[config.mk]
export PLATFORM = sky130hd
export DESIGN_NAME = single_wire_rgb_led_sender_top
export DESIGN_NICKNAME = d
export VERILOG_FILES = /design/src/hdl/swrl_pkg.sv /design/src/hdl/swrl_fifo.sv /design/src/hdl/swrl_front.sv /design/src/hdl/swrl_back.sv /design/src/hdl/single_wire_rgb_led_sender_top.sv
export SDC_FILE = /design/constraint.sdc
export NUM_CORES = 1
export LEC_CHECK = 0
export ABC_CLOCK_PERIOD_IN_PS = 2800
export BUFFER_PORTS_ARGS = -buffer_cell sky130_fd_sc_hd__buf_2
export CAP_MARGIN = 20
export CORE_UTILIZATION = 58
export DETAILED_ROUTE_END_ITERATION = 10
export GPL_TIMING_DRIVEN = 0
export PLACE_DENSITY = 0.79
export SETUP_SLACK_MARGIN = 0.02
export SYNTH_ARGS = -nofsm -noshare
export SYNTH_HDL_FRONTEND = slang
export SYNTH_HIERARCHICAL = 1
export SYNTH_SLANG_ARGS = --single-unit
[constraint.sdc]
create_clock -name clk -period 2.8 [get_ports clk]
set_input_delay 0.56 -clock clk [delete_from_list [all_inputs] [get_ports clk]]
set_output_delay 0.56 -clock clk [all_outputs]
set_load 0.01 [all_outputs]
[src/hdl/swrl_pkg.sv]
// Shared types, constants and the rainbow pattern for the single-wire RGB LED sender.
`default_nettype none
package swrl_pkg;

  localparam int TIMER_WIDTH_DEF = 8;
  localparam int QUEUE_DEPTH_DEF = 2;
  localparam int ADDR_WIDTH      = 5;
  localparam int DATA_WIDTH      = 32;

  // Register indexes (byte address is 4 * index)
  localparam logic [2:0] REG_PULSE_HIGH = 3'd0;
  localparam logic [2:0] REG_ZERO_LOW   = 3'd1;
  localparam logic [2:0] REG_ONE_LOW    = 3'd2;
  localparam logic [2:0] REG_END_LOW    = 3'd3;
  localparam logic [2:0] REG_COMMAND    = 3'd4;

  // Input actions
  localparam logic [1:0] ACT_TICK    = 2'd0;
  localparam logic [1:0] ACT_SEND    = 2'd1;
  localparam logic [1:0] ACT_RAINBOW = 2'd2;
  localparam logic [1:0] ACT_UNUSED  = 2'd3;

  // Classified operations handed to the back end
  localparam logic [1:0] OP_NOP     = 2'd0;
  localparam logic [1:0] OP_TICK    = 2'd1;
  localparam logic [1:0] OP_SEND    = 2'd2;
  localparam logic [1:0] OP_RAINBOW = 2'd3;

  localparam int FRAME_LEN = 34;
  localparam int RAINBOW_LEN = 12;

  typedef struct packed {
    logic [1:0] action;
    logic [7:0] red;
    logic [7:0] green;
    logic [7:0] blue;
  } in_item_t;

  typedef struct packed {
    logic pin_level;
    logic busy_res;
    logic accepted;
    logic frame_done;
  } result_t;

  typedef struct packed {
    logic [1:0] op;
    logic [7:0] red;
    logic [7:0] green;
    logic [7:0] blue;
  } op_item_t;

  typedef struct packed {
    logic [7:0] pulse_high_ticks;
    logic [7:0] zero_low_ticks;
    logic [7:0] one_low_ticks;
    logic [7:0] end_low_ticks;
    logic [7:0] command_byte;
  } cfg_t;

  function automatic logic [7:0] rainbow_color(input logic [3:0] idx);
    logic [7:0] c;
    unique case (idx)
      4'd0, 4'd1, 4'd2, 4'd10, 4'd11: c = 8'hff;
      4'd3, 4'd9:                     c = 8'h80;
      default:                        c = 8'h00;
    endcase
    return c;
  endfunction

endpackage
`default_nettype wire

[src/hdl/swrl_fifo.sv]
// Small register queue used between the front end, back end and result port.
`default_nettype none
module swrl_fifo #(
  parameter int WIDTH = 8,
  parameter int DEPTH = 2
) (
  input  wire logic             clk,
  input  wire logic             rst,
  input  wire logic             push,
  output logic                  full,
  input  wire logic [WIDTH-1:0] wdata,
  input  wire logic             pop,
  output logic                  empty,
  output logic      [WIDTH-1:0] rdata
);
  localparam int AW = (DEPTH > 1) ? $clog2(DEPTH) : 1;
  localparam int CW = $clog2(DEPTH + 1);

  logic [WIDTH-1:0] mem [DEPTH];
  logic [AW-1:0]    wr_ptr;
  logic [AW-1:0]    rd_ptr;
  logic [CW-1:0]    count;
  logic             do_push;
  logic             do_pop;

  assign full    = (count == CW'(DEPTH));
  assign empty   = (count == '0);
  assign do_push = push && !full;
  assign do_pop  = pop && !empty;
  assign rdata   = mem[rd_ptr];

  always_ff @(posedge clk) begin
    if (do_push) begin
      mem[wr_ptr] <= wdata;
    end
  end

  always_ff @(posedge clk) begin
    if (rst) begin
      wr_ptr <= '0;
      rd_ptr <= '0;
      count  <= '0;
    end else begin
      if (do_push) begin
        wr_ptr <= (wr_ptr == AW'(DEPTH - 1)) ? '0 : wr_ptr + AW'(1);
      end
      if (do_pop) begin
        rd_ptr <= (rd_ptr == AW'(DEPTH - 1)) ? '0 : rd_ptr + AW'(1);
      end
      if (do_push && !do_pop) begin
        count <= count + CW'(1);
      end else if (do_pop && !do_push) begin
        count <= count - CW'(1);
      end
    end
  end
endmodule
`default_nettype wire

[src/hdl/swrl_front.sv]
// Front end: accepts input items and classifies them into back-end operations.
`default_nettype none
module swrl_front (
  input  wire logic               clk,
  input  wire logic               rst,
  input  wire logic               push,
  output logic                    full,
  input  wire swrl_pkg::in_item_t item,
  output logic                    q_push,
  input  wire logic               q_full,
  output swrl_pkg::op_item_t      q_data
);
  import swrl_pkg::*;

  logic     stg_valid;
  op_item_t stg;
  op_item_t classified;
  logic     load;

  always_comb begin
    classified.red   = item.red;
    classified.green = item.green;
    classified.blue  = item.blue;
    unique case (item.action)
      ACT_TICK:    classified.op = OP_TICK;
      ACT_SEND:    classified.op = OP_SEND;
      ACT_RAINBOW: classified.op = OP_RAINBOW;
      ACT_UNUSED:  classified.op = OP_NOP;
      default:     classified.op = OP_NOP;
    endcase
  end

  // Stage frees up when empty or when its transaction moves into the queue
  assign load   = !stg_valid || !q_full;
  assign full   = !load;
  assign q_push = stg_valid;
  assign q_data = stg;

  always_ff @(posedge clk) begin
    if (rst) begin
      stg_valid <= 1'b0;
    end else if (load) begin
      stg_valid <= push;
    end
  end

  always_ff @(posedge clk) begin
    if (load && push) begin
      stg <= classified;
    end
  end
endmodule
`default_nettype wire

[src/hdl/swrl_back.sv]
// Back end: frame sequencer, one tick or command per cycle unless stalled.
`default_nettype none
module swrl_back #(
  parameter int TIMER_WIDTH = swrl_pkg::TIMER_WIDTH_DEF
) (
  input  wire logic               clk,
  input  wire logic               rst,
  input  wire swrl_pkg::cfg_t     cfg,
  input  wire logic               q_empty,
  input  wire swrl_pkg::op_item_t q_data,
  output logic                    q_pop,
  input  wire logic               r_full,
  output logic                    r_push,
  output swrl_pkg::result_t       r_data
);
  import swrl_pkg::*;

  localparam logic [2:0] PH_IDLE  = 3'd0;
  localparam logic [2:0] PH_HIGH1 = 3'd1;
  localparam logic [2:0] PH_LOWZ  = 3'd2;
  localparam logic [2:0] PH_LOW1  = 3'd3;
  localparam logic [2:0] PH_HIGH2 = 3'd4;
  localparam logic [2:0] PH_LOW2  = 3'd5;
  localparam logic [2:0] PH_END   = 3'd6;

  localparam logic [15:0] TMAX = 16'((32'd1 << TIMER_WIDTH) - 32'd1);

  function automatic logic [TIMER_WIDTH-1:0] load_dur(input logic [7:0] v);
    logic [15:0] d;
    d = 16'(v);
    if (d == 16'd0) begin
      d = 16'd1;
    end
    if (d > TMAX) begin
      d = TMAX;
    end
    return TIMER_WIDTH'(d);
  endfunction

  logic [FRAME_LEN-1:0]   frame_bits, frame_bits_next;
  logic [5:0]             bits_remaining, bits_remaining_next;
  logic [2:0]             phase, phase_next;
  logic [TIMER_WIDTH-1:0] tick_counter, tick_counter_next;
  logic [3:0]             rainbow_index, rainbow_index_next;

  logic       go;
  logic       busy;
  logic       level;
  logic [5:0] rem_dec;
  logic [3:0] g_idx, b_idx;
  logic [7:0] st_red, st_green, st_blue;
  result_t    res;

  assign go     = !q_empty && !r_full;
  assign q_pop  = go;
  assign r_push = go;
  assign r_data = res;

  assign busy    = (phase != PH_IDLE);
  assign level   = (phase == PH_HIGH1) || (phase == PH_HIGH2);
  assign rem_dec = (bits_remaining != 6'd0) ? bits_remaining - 6'd1 : 6'd0;
  assign g_idx   = (rainbow_index >= 4'd4) ? rainbow_index - 4'd4 : rainbow_index + 4'd8;
  assign b_idx   = (rainbow_index >= 4'd8) ? rainbow_index - 4'd8 : rainbow_index + 4'd4;

  always_comb begin
    if (q_data.op == OP_RAINBOW) begin
      st_red   = rainbow_color(rainbow_index);
      st_green = rainbow_color(g_idx);
      st_blue  = rainbow_color(b_idx);
    end else begin
      st_red   = q_data.red;
      st_green = q_data.green;
      st_blue  = q_data.blue;
    end
  end

  always_comb begin
    frame_bits_next     = frame_bits;
    bits_remaining_next = bits_remaining;
    phase_next          = phase;
    tick_counter_next   = tick_counter;
    rainbow_index_next  = rainbow_index;
    res                 = '0;
    unique case (q_data.op)
      OP_TICK: begin
        if (busy) begin
          res.pin_level = level;
          res.busy_res  = 1'b1;
          if (tick_counter > TIMER_WIDTH'(1)) begin
            tick_counter_next = tick_counter - TIMER_WIDTH'(1);
          end else begin
            case (phase)
              PH_HIGH1: begin
                if (frame_bits[FRAME_LEN-1]) begin
                  phase_next        = PH_LOW1;
                  tick_counter_next = load_dur(cfg.one_low_ticks);
                end else begin
                  phase_next        = PH_LOWZ;
                  tick_counter_next = load_dur(cfg.zero_low_ticks);
                end
              end
              PH_LOW1: begin
                phase_next        = PH_HIGH2;
                tick_counter_next = load_dur(cfg.pulse_high_ticks);
              end
              PH_HIGH2: begin
                phase_next        = PH_LOW2;
                tick_counter_next = load_dur(cfg.one_low_ticks);
              end
              PH_LOWZ, PH_LOW2: begin
                // shift out the finished bit
                frame_bits_next     = {frame_bits[FRAME_LEN-2:0], 1'b0};
                bits_remaining_next = rem_dec;
                if (rem_dec == 6'd0) begin
                  phase_next        = PH_END;
                  tick_counter_next = load_dur(cfg.end_low_ticks);
                end else begin
                  phase_next        = PH_HIGH1;
                  tick_counter_next = load_dur(cfg.pulse_high_ticks);
                end
              end
              default: begin
                phase_next          = PH_IDLE;
                tick_counter_next   = '0;
                frame_bits_next     = '0;
                bits_remaining_next = '0;
                res.frame_done      = 1'b1;
              end
            endcase
          end
        end
      end
      OP_SEND, OP_RAINBOW: begin
        res.busy_res = 1'b1;
        if (!busy) begin
          res.accepted        = 1'b1;
          frame_bits_next     = FRAME_LEN'({cfg.command_byte, st_red, st_green, st_blue});
          bits_remaining_next = 6'(FRAME_LEN);
          phase_next          = PH_HIGH1;
          tick_counter_next   = load_dur(cfg.pulse_high_ticks);
          if (q_data.op == OP_RAINBOW) begin
            rainbow_index_next = (rainbow_index == 4'(RAINBOW_LEN - 1)) ?
                                 4'd0 : rainbow_index + 4'd1;
          end
        end else begin
          res.pin_level = level;
        end
      end
      OP_NOP: begin
        res.pin_level = level;
        res.busy_res  = busy;
      end
      default: begin
        res = '0;
      end
    endcase
  end

  always_ff @(posedge clk) begin
    if (rst) begin
      frame_bits     <= '0;
      bits_remaining <= '0;
      phase          <= PH_IDLE;
      tick_counter   <= '0;
      rainbow_index  <= '0;
    end else if (go) begin
      frame_bits     <= frame_bits_next;
      bits_remaining <= bits_remaining_next;
      phase          <= phase_next;
      tick_counter   <= tick_counter_next;
      rainbow_index  <= rainbow_index_next;
    end
  end
endmodule
`default_nettype wire

[src/hdl/single_wire_rgb_led_sender_top.sv]
// Path: an accepted item is held in the front stage register, then in the operation queue;
// its result is written to the result queue, whose head is on the result port.
// Throughput: one item per cycle while the result queue has room; the back-end sequencer
// handles one tick or command per pop, stalling on an empty op queue or a full result queue.
// Reset: rst (synchronous) empties both queues, puts the sequencer idle with rainbow index 0,
// and loads the registers with their reset values.
`default_nettype none
module single_wire_rgb_led_sender_top #(
  parameter int TIMER_WIDTH = swrl_pkg::TIMER_WIDTH_DEF,
  parameter int QUEUE_DEPTH = swrl_pkg::QUEUE_DEPTH_DEF
) (
  input  wire logic                              clk,
  input  wire logic                              rst,
  input  wire logic                              push,
  output logic                                   full,
  input  wire swrl_pkg::in_item_t                item,
  input  wire logic                              pop,
  output logic                                   empty,
  output swrl_pkg::result_t                      result,
  input  wire logic                              psel,
  input  wire logic                              penable,
  input  wire logic                              pwrite,
  input  wire logic [swrl_pkg::ADDR_WIDTH-1:0]   paddr,
  input  wire logic [swrl_pkg::DATA_WIDTH-1:0]   pwdata,
  output logic      [swrl_pkg::DATA_WIDTH-1:0]   prdata,
  output logic                                   pready
);
  import swrl_pkg::*;

  cfg_t       cfg;
  logic [2:0] reg_idx;
  logic       wr_en;

  logic       oq_push, oq_full, oq_pop, oq_empty;
  op_item_t   oq_wdata, oq_rdata;
  logic       rq_push, rq_full;
  result_t    rq_wdata, rq_rdata;

  assign pready  = 1'b1;
  assign reg_idx = paddr[ADDR_WIDTH-1:2];
  assign wr_en   = psel && penable && pwrite && pready;

  always_ff @(posedge clk) begin
    if (rst) begin
      cfg.pulse_high_ticks <= 8'd1;
      cfg.zero_low_ticks   <= 8'd5;
      cfg.one_low_ticks    <= 8'd2;
      cfg.end_low_ticks    <= 8'd24;
      cfg.command_byte     <= 8'h3a;
    end else if (wr_en) begin
      unique case (reg_idx)
        REG_PULSE_HIGH: cfg.pulse_high_ticks <= pwdata[7:0];
        REG_ZERO_LOW:   cfg.zero_low_ticks   <= pwdata[7:0];
        REG_ONE_LOW:    cfg.one_low_ticks    <= pwdata[7:0];
        REG_END_LOW:    cfg.end_low_ticks    <= pwdata[7:0];
        REG_COMMAND:    cfg.command_byte     <= pwdata[7:0];
        default: ;
      endcase
    end
  end

  always_comb begin
    unique case (reg_idx)
      REG_PULSE_HIGH: prdata = DATA_WIDTH'(cfg.pulse_high_ticks);
      REG_ZERO_LOW:   prdata = DATA_WIDTH'(cfg.zero_low_ticks);
      REG_ONE_LOW:    prdata = DATA_WIDTH'(cfg.one_low_ticks);
      REG_END_LOW:    prdata = DATA_WIDTH'(cfg.end_low_ticks);
      REG_COMMAND:    prdata = DATA_WIDTH'(cfg.command_byte);
      default:        prdata = '0;
    endcase
  end

  swrl_front u_front (
    .clk    (clk),
    .rst    (rst),
    .push   (push),
    .full   (full),
    .item   (item),
    .q_push (oq_push),
    .q_full (oq_full),
    .q_data (oq_wdata)
  );

  swrl_fifo #(
    .WIDTH ($bits(op_item_t)),
    .DEPTH (QUEUE_DEPTH)
  ) u_op_queue (
    .clk   (clk),
    .rst   (rst),
    .push  (oq_push),
    .full  (oq_full),
    .wdata (oq_wdata),
    .pop   (oq_pop),
    .empty (oq_empty),
    .rdata (oq_rdata)
  );

  swrl_back #(
    .TIMER_WIDTH (TIMER_WIDTH)
  ) u_back (
    .clk     (clk),
    .rst     (rst),
    .cfg     (cfg),
    .q_empty (oq_empty),
    .q_data  (oq_rdata),
    .q_pop   (oq_pop),
    .r_full  (rq_full),
    .r_push  (rq_push),
    .r_data  (rq_wdata)
  );

  swrl_fifo #(
    .WIDTH ($bits(result_t)),
    .DEPTH (QUEUE_DEPTH)
  ) u_res_queue (
    .clk   (clk),
    .rst   (rst),
    .push  (rq_push),
    .full  (rq_full),
    .wdata (rq_wdata),
    .pop   (pop),
    .empty (empty),
    .rdata (rq_rdata)
  );

  assign result = rq_rdata;
endmodule
`default_nettype wire
==> metrics.yaml <==
status:
  status: "finished, final reports clean"
timing:
  max_freq_mhz: 367
  fin_crit_sh_pct: 97.2
  relSlewSlack_pct: 44.0
  report.final.slew_viol_count: 0
  fin_ws_ns: 0.0775
  finalSetupViolCount: 0
  post-route-min-period_ns: 2.72
  finClkSkew_ns: 0.00987
  hold_viol_final: 0
  fin_tns_setup_ns: 0
  tightest_slew_ns: 0.834
clock_network:
  clkLatencyLatePin_ns: 0.44
  root_buffer: "clkbuf_16"
  hold_buffers: 0
  cts_htree_levels: 4
  clk_path_buf_depth: 2
  cts_sinks: 192
  cts.clk_slew.worst_paths_ns: 0.07
  cts_tree: "yes"
  cts_inserted_buffers: 17
global_route:
  grt_pass1_vias: 6371
  antenna_found_initial: 0
  grt_usage_pct: 26.2
  grt_first_pass_wirelength_um: 32700
  overflow: 0
  grt_max_degree: 27
setup_path:
  critPathCaptureType: "register"
  critPathArrivalTime_ns: 3.03
  path_class: "register to register"
  cp.required_ns: 3.11
  cp_max_fo: 10
  start_kind: "register"
route:
  ant_nets: 0
  drt-initial-drc-count: 824
  avgViaCountPerCell: 5.90
  wl_um: 20700
  wl_per_cell_um: 17.7
  dr.pass1.iters: 7
  drcViolationCount: 0
  via_count: 6895
floorplanning:
  fp.dieH_um: 127
  start_util_pct: 59.8
  dieArea_um2: 16200
  io_pins: 109
  die_x_um: 127
  coreArea_um2: 15300
  rows: 45
power:
  powerDensity_nw_per_um2: 854
  p_leak_nw: 4.00
  ir_drop_mv: 0.700
placement:
  port-buffer-count: 55
  gp_congestion: 0.918
  place_ws_ns: -0.492
  hpwl_um: 14600
synthesis:
  synth_ff_type: "dfxtp_1"
  ys_types: 75
  postSynthCellCount: 845
  async_flop_share_pct: 0
  ys_warn_count: 6
  synth_top_area_share_pct: 28.3
  synth_edf_count: 86
  synth_top_cell_by_area: "edfxtp_1"
  synth_seq_cells: 192
  syn_area_um2: 9120
  seq_area_frac_synth_pct: 51.6
  yosys-top-cells-area: "edfxtp_1 (28%), dfxtp_1 (23%), mux2i_1 (4.8%)"
  synth.avg_cell_area_um2: 10.8
flow_run:
  cap_violations: 0
final_layout:
  final_nets: 1031
  area_growth_pct: 14.3
  diodes: 0
  drive_gt1_share_pct: 20.9
hold_path:
  hold_path.class: "primary input to register"
report_power, final:
part           switching [mW]  internal [mW]  total, mW  leakage [nW]
combinational            1.70           1.20       2.91          2.06
clock                    1.12           1.17       2.29         0.270
sequential              0.280           3.43       3.71          1.67
total                    3.10           5.80       8.91          4.00
flip-flops by register name, indices dropped and copies added (netlist names), 2 cells and up, named ones only:
signal / count
u_back/tick_counter: 8
u_back/frame_bits: 34
u_back/rainbow_index: 4
u_back/phase: 3
u_res_queue/mem: 8
u_back/bits_remaining: 6
u_op_queue/count: 2
u_op_queue/mem: 52
cfg: 40
u_front/q_data: 26
u_res_queue/count: 2
kinds of logic after synthesis:
logic type / Yosys count / share of synthesized area [%]
AOI/OAI and AO/OA: 189 / 14.6
xor gates and xnor gates: 7 / 0.672
buffers and inverters: 98 / 5.91
adders and majority gates: 16 / 2.20
other: 2 / 0.0824
muxes: 84 / 9.77
and+or+nand+nor: 257 / 15.1
DFF: 192 / 51.6
final cells by class:
class / instances / area, µm²
fill: 1162 / 4840
sequential: 192 / 4700
multi-input combinational: 578 / 4010
buffer: 73 / 458
clock buffer: 17 / 425
timing repair buffer: 60 / 348
tap: 211 / 264
clock inverter: 15 / 126
inverter: 23 / 86.3
worst max-delay path, stage by stage (launching register included):
cell and delay, ns:
dfxtp_1 0.36, or4_4 0.60, or4_4 0.54, o22ai_4 0.24
nand2_1 0.13, clkbuf_4 0.22, clkbuf_4 0.22, a221oi_2 0.21
nor3_1 0.06
per-stage QoR:
| step | utilization [%] | hold WS [ns] | cells | area [µm²] | total power, mW |
|---|---|---|---|---|---|
| final | 68.3 | 0.293 | 1169 | 10400 | 8.91 |
| after global routing | 68.3 | 0.277 | 1169 | 10400 | 9.36 |
| after detailed placement | 64.0 | 0.431 | 1135 | 9760 | 6.49 |
| after floorplan | - | 0.421 | 868 | 9200 | 5.78 |
| after CTS | 67.7 | 0.279 | 1165 | 10300 | 8.80 |
| after global placement | 63.9 | 0.421 | 1134 | 9740 | 6.41 |
cells in the mapped netlist (3+ instances only):
| cell type | n |
|---|---|
| dfxtp_1 | 106 |
| edfxtp_1 | 86 |
| nor2_1 | 81 |
| mux2i_1 | 44 |
| nand2b_1 | 42 |
| a22oi_1 | 38 |
| nand2_1 | 38 |
| mux2_2 | 37 |
| clkbuf_1 | 30 |
| buf_4 | 29 |
| a21oi_1 | 28 |
| o21ai_0 | 28 |
| a211oi_1 | 27 |
| inv_1 | 23 |
| nor3_1 | 23 |
| ha_1 | 16 |
| buf_2 | 10 |
| a221oi_1 | 9 |
| nand3_1 | 9 |
| o22ai_1 | 9 |
| or3_1 | 8 |
| nor2b_1 | 7 |
| xor2_1 | 7 |
| a222oi_1 | 6 |
| a31oi_1 | 6 |
| nor4_1 | 6 |
| and2_1 | 4 |
| and3_1 | 4 |
| o211ai_1 | 4 |
| or4_1 | 4 |
| a21boi_0 | 3 |
| a21o_1 | 3 |
| a311oi_1 | 3 |
| and4_1 | 3 |
| buf_6 | 3 |
| mux2_1 | 3 |
| nor2b_2 | 3 |
| o21a_1 | 3 |
| o31ai_1 | 3 |
| o41ai_1 | 3 |
| or2_2 | 3 |
path summary, 6_finish.rpt:
path,startpoint,to,slack (ns),cells after the start
worst max-delay path,u_back/tick_counter[2],u_back/frame_bits[31],0.08,8
worst min-delay path,item[8],u_front/q_data[8],0.29,1
worst max register to register,u_back/tick_counter[2],u_back/frame_bits[31],0.08,8
worst min register to register,u_front/q_data[25],u_op_queue/mem[0][25],0.45,0
timing repair:
action                                  4_1_cts  5_1_grt
endpoints found under the hold margin         0        0
endpoints found under the setup margin       50       40
buffers inserted                              0        2
gates resized for setup                       8       10
pin swaps                                     1        1
cell usage in the layout, fill, tap and decap left out, types with 5 or more instances in the layout:
master and instances:
a211oi_1 26, a21oi_1 27, a221oi_1 8, a222oi_1 6
a22oi_1 38, a31oi_1 6, buf_2 62, buf_4 31
clkbuf_1 27, clkbuf_16 17, conb_1 25, dfxtp_1 106
edfxtp_1 86, ha_1 16, inv_1 23, inv_8 6
mux2_2 36, mux2i_1 44, nand2_1 38, nand2b_1 42
nand3_1 7, nor2_1 80, nor2b_1 6, nor3_1 23
nor4_1 5, o21ai_0 26, o22ai_1 9, or3_1 8
xor2_1 7
per-layer routing:
| layer | track usage (%) | vias up | routed length [µm] |
|---|---|---|---|
| met3 | 5.57 | 43 | 1340 |
| met4 | 10.7 | 0 | 464 |
| met5 | 0 | - | 0 |
| met1 | 35.8 | 3298 | 9240 |
| met2 | 40.8 | 268 | 9640 |
| li1 | - | 3286 | - |
No activity file was read; power rests on OpenSTA's default activity.
